===== config.mk =====
export PLATFORM = sky130hd
export DESIGN_NAME = vrf_front
export DESIGN_NICKNAME = d
export VERILOG_FILES = /design/src/sv/vrf_pkg.sv /design/src/sv/vrf_queue.sv /design/src/sv/vrf_front.sv
export SDC_FILE = /design/constraint.sdc
export NUM_CORES = 1
export LEC_CHECK = 0
export BUFFER_PORTS_ARGS = -buffer_cell sky130_fd_sc_hd__buf_2
export CAP_MARGIN = 40
export CORE_UTILIZATION = 29
export DETAILED_ROUTE_END_ITERATION = 10
export HOLD_SLACK_MARGIN = 0.1
export PLACE_DENSITY = 0.41
export SKIP_LAST_GASP = 1
export SLEW_MARGIN = 15
export SYNTH_ARGS = -nofsm -noshare
export SYNTH_HDL_FRONTEND = slang
export SYNTH_SLANG_ARGS = --single-unit

===== constraint.sdc =====
create_clock -name clk -period 14.9 [get_ports clk]
set_clock_uncertainty 0.2 [all_clocks]
set_input_delay 1.49 -clock clk [delete_from_list [all_inputs] [get_ports clk]]
set_output_delay 1.49 -clock clk [all_outputs]
set_load 0.01 [all_outputs]

===== src/sv/vrf_pkg.sv =====
// Shared types, constants and arithmetic helpers for the vector refraction unit.
package vrf_pkg;

	localparam int COMP_W = 16;               // component width, Q4.12
	localparam int ETA_W = 16;                // index ratio width, Q2.14
	localparam int FRAC_BITS = 12;
	localparam int MAG_W = 31;                // normalized magnitude, MSB of largest at bit 30
	localparam int POS_W = $clog2(COMP_W);
	localparam int SHIFT_W = $clog2(MAG_W);
	localparam int JOB_DEPTH = 4;
	localparam int RESULT_DEPTH = 2;

	localparam logic signed [63:0] SAT_HI = 64'((64'sd1 <<< (COMP_W - 1)) - 64'sd1);
	localparam logic signed [63:0] SAT_LO = -SAT_HI - 64'sd1;

	typedef struct packed {
		logic signed [COMP_W-1:0] incident_x;
		logic signed [COMP_W-1:0] incident_y;
		logic signed [COMP_W-1:0] incident_z;
		logic signed [COMP_W-1:0] normal_x;
		logic signed [COMP_W-1:0] normal_y;
		logic signed [COMP_W-1:0] normal_z;
		logic [ETA_W-1:0]         eta_ratio;
	} item_t;

	typedef struct packed {
		logic                     refracts;
		logic signed [COMP_W-1:0] refr_x;
		logic signed [COMP_W-1:0] refr_y;
		logic signed [COMP_W-1:0] refr_z;
	} result_t;

	// zero flag, signs, normal and ratio of one item, carried along the back end
	typedef struct packed {
		logic                   zero;
		logic [2:0]             neg;
		logic [2:0][COMP_W-1:0] nrm;
		logic [ETA_W-1:0]       eta;
	} dir_t;

	// classified item as queued between front and back
	typedef struct packed {
		dir_t                  dir;
		logic [2:0][MAG_W-1:0] mag;
	} job_t;

	// position of the highest set bit, zero for a zero word
	function automatic logic [POS_W-1:0] lead_pos(input logic [COMP_W-1:0] v);
		logic [POS_W-1:0] p;
		p = '0;
		for (int i = 0; i < COMP_W; i++) begin
			if (v[i]) p = POS_W'(i);
		end
		return p;
	endfunction

	// right shift rounding to nearest, ties away from zero
	function automatic logic signed [63:0] round_shift(input logic signed [63:0] v,
			input int k);
		logic signed [63:0] half;
		half = 64'sd1 <<< (k - 1);
		if (v >= 0) return (v + half) >>> k;
		return -((-v + half) >>> k);
	endfunction

	function automatic logic signed [COMP_W-1:0] sat_comp(input logic signed [63:0] v);
		if (v > SAT_HI) return COMP_W'(SAT_HI);
		if (v < SAT_LO) return COMP_W'(SAT_LO);
		return COMP_W'(v);
	endfunction

endpackage


===== src/sv/vrf_queue.sv =====
// Small first-word-fall-through queue on flip-flops.
module vrf_queue #(
	parameter int W = 8,
	parameter int DEPTH = 4
) (
	input  logic         clk,
	input  logic         arst_n,
	input  logic         push,
	input  logic [W-1:0] wdata,
	output logic         full,
	input  logic         pop,
	output logic [W-1:0] rdata,
	output logic         empty
);

	localparam int AW = (DEPTH > 1) ? $clog2(DEPTH) : 1;
	localparam int CW = $clog2(DEPTH + 1);

	logic [W-1:0]  mem_q [DEPTH];
	logic [AW-1:0] wptr_q, rptr_q;
	logic [CW-1:0] cnt_q;
	logic          do_push, do_pop;

	assign full    = (cnt_q == CW'(DEPTH));
	assign empty   = (cnt_q == '0);
	assign do_push = push && !full;
	assign do_pop  = pop && !empty;
	assign rdata   = mem_q[rptr_q];

	// pointers and fill count
	always_ff @(posedge clk or negedge arst_n) begin
		if (!arst_n) begin
			wptr_q <= '0;
			rptr_q <= '0;
			cnt_q  <= '0;
		end else begin
			if (do_push) wptr_q <= (wptr_q == AW'(DEPTH - 1)) ? '0 : wptr_q + 1'b1;
			if (do_pop)  rptr_q <= (rptr_q == AW'(DEPTH - 1)) ? '0 : rptr_q + 1'b1;
			if (do_push && !do_pop) cnt_q <= cnt_q + 1'b1;
			else if (do_pop && !do_push) cnt_q <= cnt_q - 1'b1;
		end
	end

	// storage
	always_ff @(posedge clk) begin
		if (do_push) mem_q[wptr_q] <= wdata;
	end

endmodule


===== src/sv/vrf_front.sv =====
// Front end: takes items, finds magnitudes and the common normalizing shift, queues jobs.
module vrf_front #(
	parameter int DEPTH = vrf_pkg::JOB_DEPTH
) (
	input  logic           clk,
	input  logic           arst_n,
	input  logic           push,
	output logic           full,
	input  vrf_pkg::item_t item,
	input  logic           job_pop,
	output logic           job_empty,
	output vrf_pkg::job_t  job
);

	import vrf_pkg::*;

	logic [2:0][COMP_W-1:0] inc, mag;
	logic [COMP_W-1:0]      mag_max;
	logic [SHIFT_W-1:0]     shift;
	job_t                   job_w;

	// classify: absolute values, zero check, shift that puts the largest at bit 30
	always_comb begin
		inc = {item.incident_z, item.incident_y, item.incident_x};
		for (int i = 0; i < 3; i++) begin
			mag[i] = inc[i][COMP_W-1] ? COMP_W'(~inc[i] + 1'b1) : inc[i];
		end
		mag_max = (mag[0] > mag[1]) ? mag[0] : mag[1];
		if (mag[2] > mag_max) mag_max = mag[2];
		shift = SHIFT_W'(MAG_W - 1) - SHIFT_W'(lead_pos(mag_max));

		job_w.dir.zero = (mag_max == '0);
		for (int i = 0; i < 3; i++) begin
			job_w.dir.neg[i] = inc[i][COMP_W-1];
			job_w.mag[i]     = MAG_W'(mag[i]) << shift;
		end
		job_w.dir.nrm = {item.normal_z, item.normal_y, item.normal_x};
		job_w.dir.eta = item.eta_ratio;
	end

	vrf_queue #(
		.W     ($bits(job_t)),
		.DEPTH (DEPTH)
	) u_job_queue (
		.clk   (clk),
		.arst_n(arst_n),
		.push  (push),
		.wdata (job_w),
		.full  (full),
		.pop   (job_pop),
		.rdata (job),
		.empty (job_empty)
	);

endmodule


==> flow_summary.yaml <==
global_routing:
  grt_overflow: 0
  grt_usage_pct: 16.4
  grt_start_max_net_pins: 59
  grt_pass1_wl_um: 123000
  grt_pass1_vias: 17700
  grt_antenna_before_repair: 3
die:
  core-area_um2: 99900
  fp.dieH_um: 319
  initial_core_util_pct: 29.2
  die_area_um2: 102000
  die_w_um: 319
  io_pins: 279
  rows: 116
worst_setup_path:
  crit_family: "compound AO/OA/AOI/OAI gates"
  r2r_start: "u_job_queue.cnt_q[2]"
  path_max_fanout: 33
  cp-end-kind: "register"
  regToRegSetupSlack_ns: 11.15
  cp.arrival_ns: 11.65
  required_ns: 14.97
  slowest_delay_ns: 0.83
  critPathSlowestCell: "a221oi_1"
  crit_type: "primary input to register"
  reg2reg_depth: 5
  path_common_cell: "ha_1"
  crit_buf_inv: 7
  r2r-end: "u_job_queue.mem_q[2][94]"
  critical_path.startpoint_type: "primary input"
synthesis:
  synth_edf_count: 644
  synth_xor_area_share_pct: 1.29
  yosysWarnings: 0
  yosysMostFrequentCell: "edfxtp_1"
  syn_inst: 1690
  ys_seq_area_share_pct: 66.8
  muxShareOfSynthArea_pct: 16.3
  synth-compound-area-share_pct: 6.71
  synth_common_cells: "edfxtp_1, mux4_2, nor2_1"
  synth_top_family_by_area: "multiplexers"
  synth-main-ff-cell: "edfxtp_1"
  yosysTopAreaCellShare_pct: 66.2
  ys_seq_elements: 651
  yosysTopAreaCell: "edfxtp_1"
  synthesis.area_um2: 29200
  synth_cell_types: 96
  async_reset_ff_share_pct: 1.08
  ys_top_cells_by_area: "edfxtp_1, mux4_2, ha_1, mux2i_1, nor2_1"
  synth.avg_cell_area_um2: 17.3
  synth-simple-area-share_pct: 4.99
  synth_adder_area_share_pct: 1.78
timing:
  relSlewSlack_pct: 36.4
  final.min_clock_period_ns: 11.58
  finalCritPeriodShare_pct: 77.7
  worst-slew-pin-transition_ns: 0.954
  rsz0062_at_grt: "false"
  maxSlewViolCount: 0
  hold_viol: 0
  setup_viol: 0
  finalSetupTns_ns: 0
  max_freq_mhz: 86.4
pwr:
  peakVddDrop_mv: 0.120
  switching_share_pct: 39.1
  pwr-share-comb_pct: 47.1
  p_seq_share_pct: 34.1
  total_power_w: 0.00898
  leakage_nw: 12.0
  p_int_w: 0.00546
  switchingPower_w: 0.00351
  p_clk_share_pct: 18.8
  power.density_nw_per_um2: 258
drt:
  drc: 0
  ant_nets: 0
  avgRoutedWirePerCell_um: 24.6
  totalWireLength_um: 84000
  viasPerCell: 4.99
  via_count: 17000
  drt-pass1-iter-count: 5
  drt_iter0_drc: 1096
clocking:
  cts_tree: "done"
  cts_inserted_buffers: 73
  ctsResizeCount: 0
  cts.path.max_buffers: 3
  root_buffer: "clkbuf_16"
  clock_latency_ns: 0.62
  hold_buffers: 0
  clock_sinks: 651
  cts_setup_buffers: 0
  cts.htree.levels: 3
  clk_pin_slew_worst_paths_ns: 0.05
layout:
  layout.cells.non_filler: 3409
  fin_area_um2: 34800
  area_growth_pct: 19.3
  finish.net_count: 2211
  finish.utilization_pct: 34.9
  layout-drive-gt1-share_pct: 31.8
placement:
  dp_hpwl_um: 58100
  dp_cells: 3275
  place_congestion: 0.828
  numPortBuffers: 278
  placed_area_um2: 32500
worst_hold_path:
  hold-path-cell-count: 1
  min_from: "u_job_queue.cnt_q[2]"
  hold_class: "register to register"
  min_to: "u_job_queue.cnt_q[2]"
flow_run:
  maxCapViolCount: 0
outcome:
  status: "finished, final reports clean"
-- registers in the layout, summed over array words and instances (netlist names) --
name                count
u_job_queue.mem_q     644
u_job_queue.wptr_q      2
u_job_queue.cnt_q       3
u_job_queue.rptr_q      2
-- worst reg2reg max path: cells and delay by family (launching register included) --
kind	cells	cell delay, ns
buffers and inverters	2	1.41
DFF	1	0.40
and+or+nand+nor	3	1.36
-- power by group through the flow --
stage | clock, W | sequential, W | combinational, W
floorplan | 0 | 0.00308 | 0.00267
global placement | 0 | 0.00308 | 0.00422
detailed placement | 0 | 0.00311 | 0.00428
CTS | 0.00175 | 0.00307 | 0.00429
global route | 0.00181 | 0.00311 | 0.00455
finish | 0.00169 | 0.00306 | 0.00423
-- cells in the final DEF, fill, tap and decap left out, types with 10 or more instances in the layout --
master / count
o31ai_1: 10
ha_1: 40
edfxtp_1: 644
clkinv_1: 18
a21o_1: 11
nand3_1: 24
inv_1: 47
nor2b_1: 10
o22ai_1: 20
nand4_1: 10
o221ai_1: 15
mux4_2: 179
buf_4: 48
buf_2: 278
a21oi_1: 53
and2_1: 12
nor3_1: 20
nand2_1: 77
conb_1: 48
nor2_1: 83
clkbuf_1: 21
mux2_2: 21
o21ai_0: 52
xor2_1: 32
clkbuf_16: 73
mux2i_1: 45
-- worst max-delay path by stage --
stage | from | endpoint | slack [ns] | cells after the start
final | item[96] | u_job_queue.mem_q[0][59] | 3.32 | 35
after global routing | item[96] | u_job_queue.mem_q[3][59] | 2.68 | 36
after CTS | item[96] | u_job_queue.mem_q[1][59] | 3.27 | 34
after detailed placement | item[96] | u_job_queue.mem_q[0][59] | 2.67 | 34
after global placement | item[96] | u_job_queue.mem_q[0][59] | 2.51 | 34
after floorplan | item[89] | u_job_queue.mem_q[0][84] | 4.66 | 39
-- cell families (layout without fill, tap and decap cells) --
logic type	after synthesis	count (layout)
flip-flops	651	651
AND/OR/NAND/NOR	294	294
AO/OA/AOI/OAI	274	274
multiplexers	249	249
buffers and inverters	140	513
adder cells (fa/ha/maj)	41	41
XOR/XNOR	40	40
other	1	49
-- layer usage --
layer  share of wire (%)  vias to the layer above  track usage (%)  wire (um)
met3                 4.5                      106             2.41       3790
met4                 2.0                        0             4.90       1710
met1                  45                     8828             22.2      37500
li1                    -                     7618                -          -
met2                  49                      456             27.1      40900
met5                   0                        -                0          0
-- metrics by stage --
step / setup WS, ns / hold WS (ns)
finish: 3.32 / 0.289
floorplan: 4.66 / 0.256
detailed placement: 2.67 / 0.281
CTS: 3.27 / 0.287
global route: 2.68 / 0.313
global placement: 2.51 / 0.270
-- area by class of cell --
cell class              instances  area (um^2)
fillers                      9592        65000
flip-flops and latches        651        19500
multi-input cells             946         9310
clock buffers                  96         1930
repair buffers                334         1930
well taps                    1298         1620
clock inverters                35          325
inverters                      48          183
diodes                          1         2.50
Power figures use the tool's default switching activity.
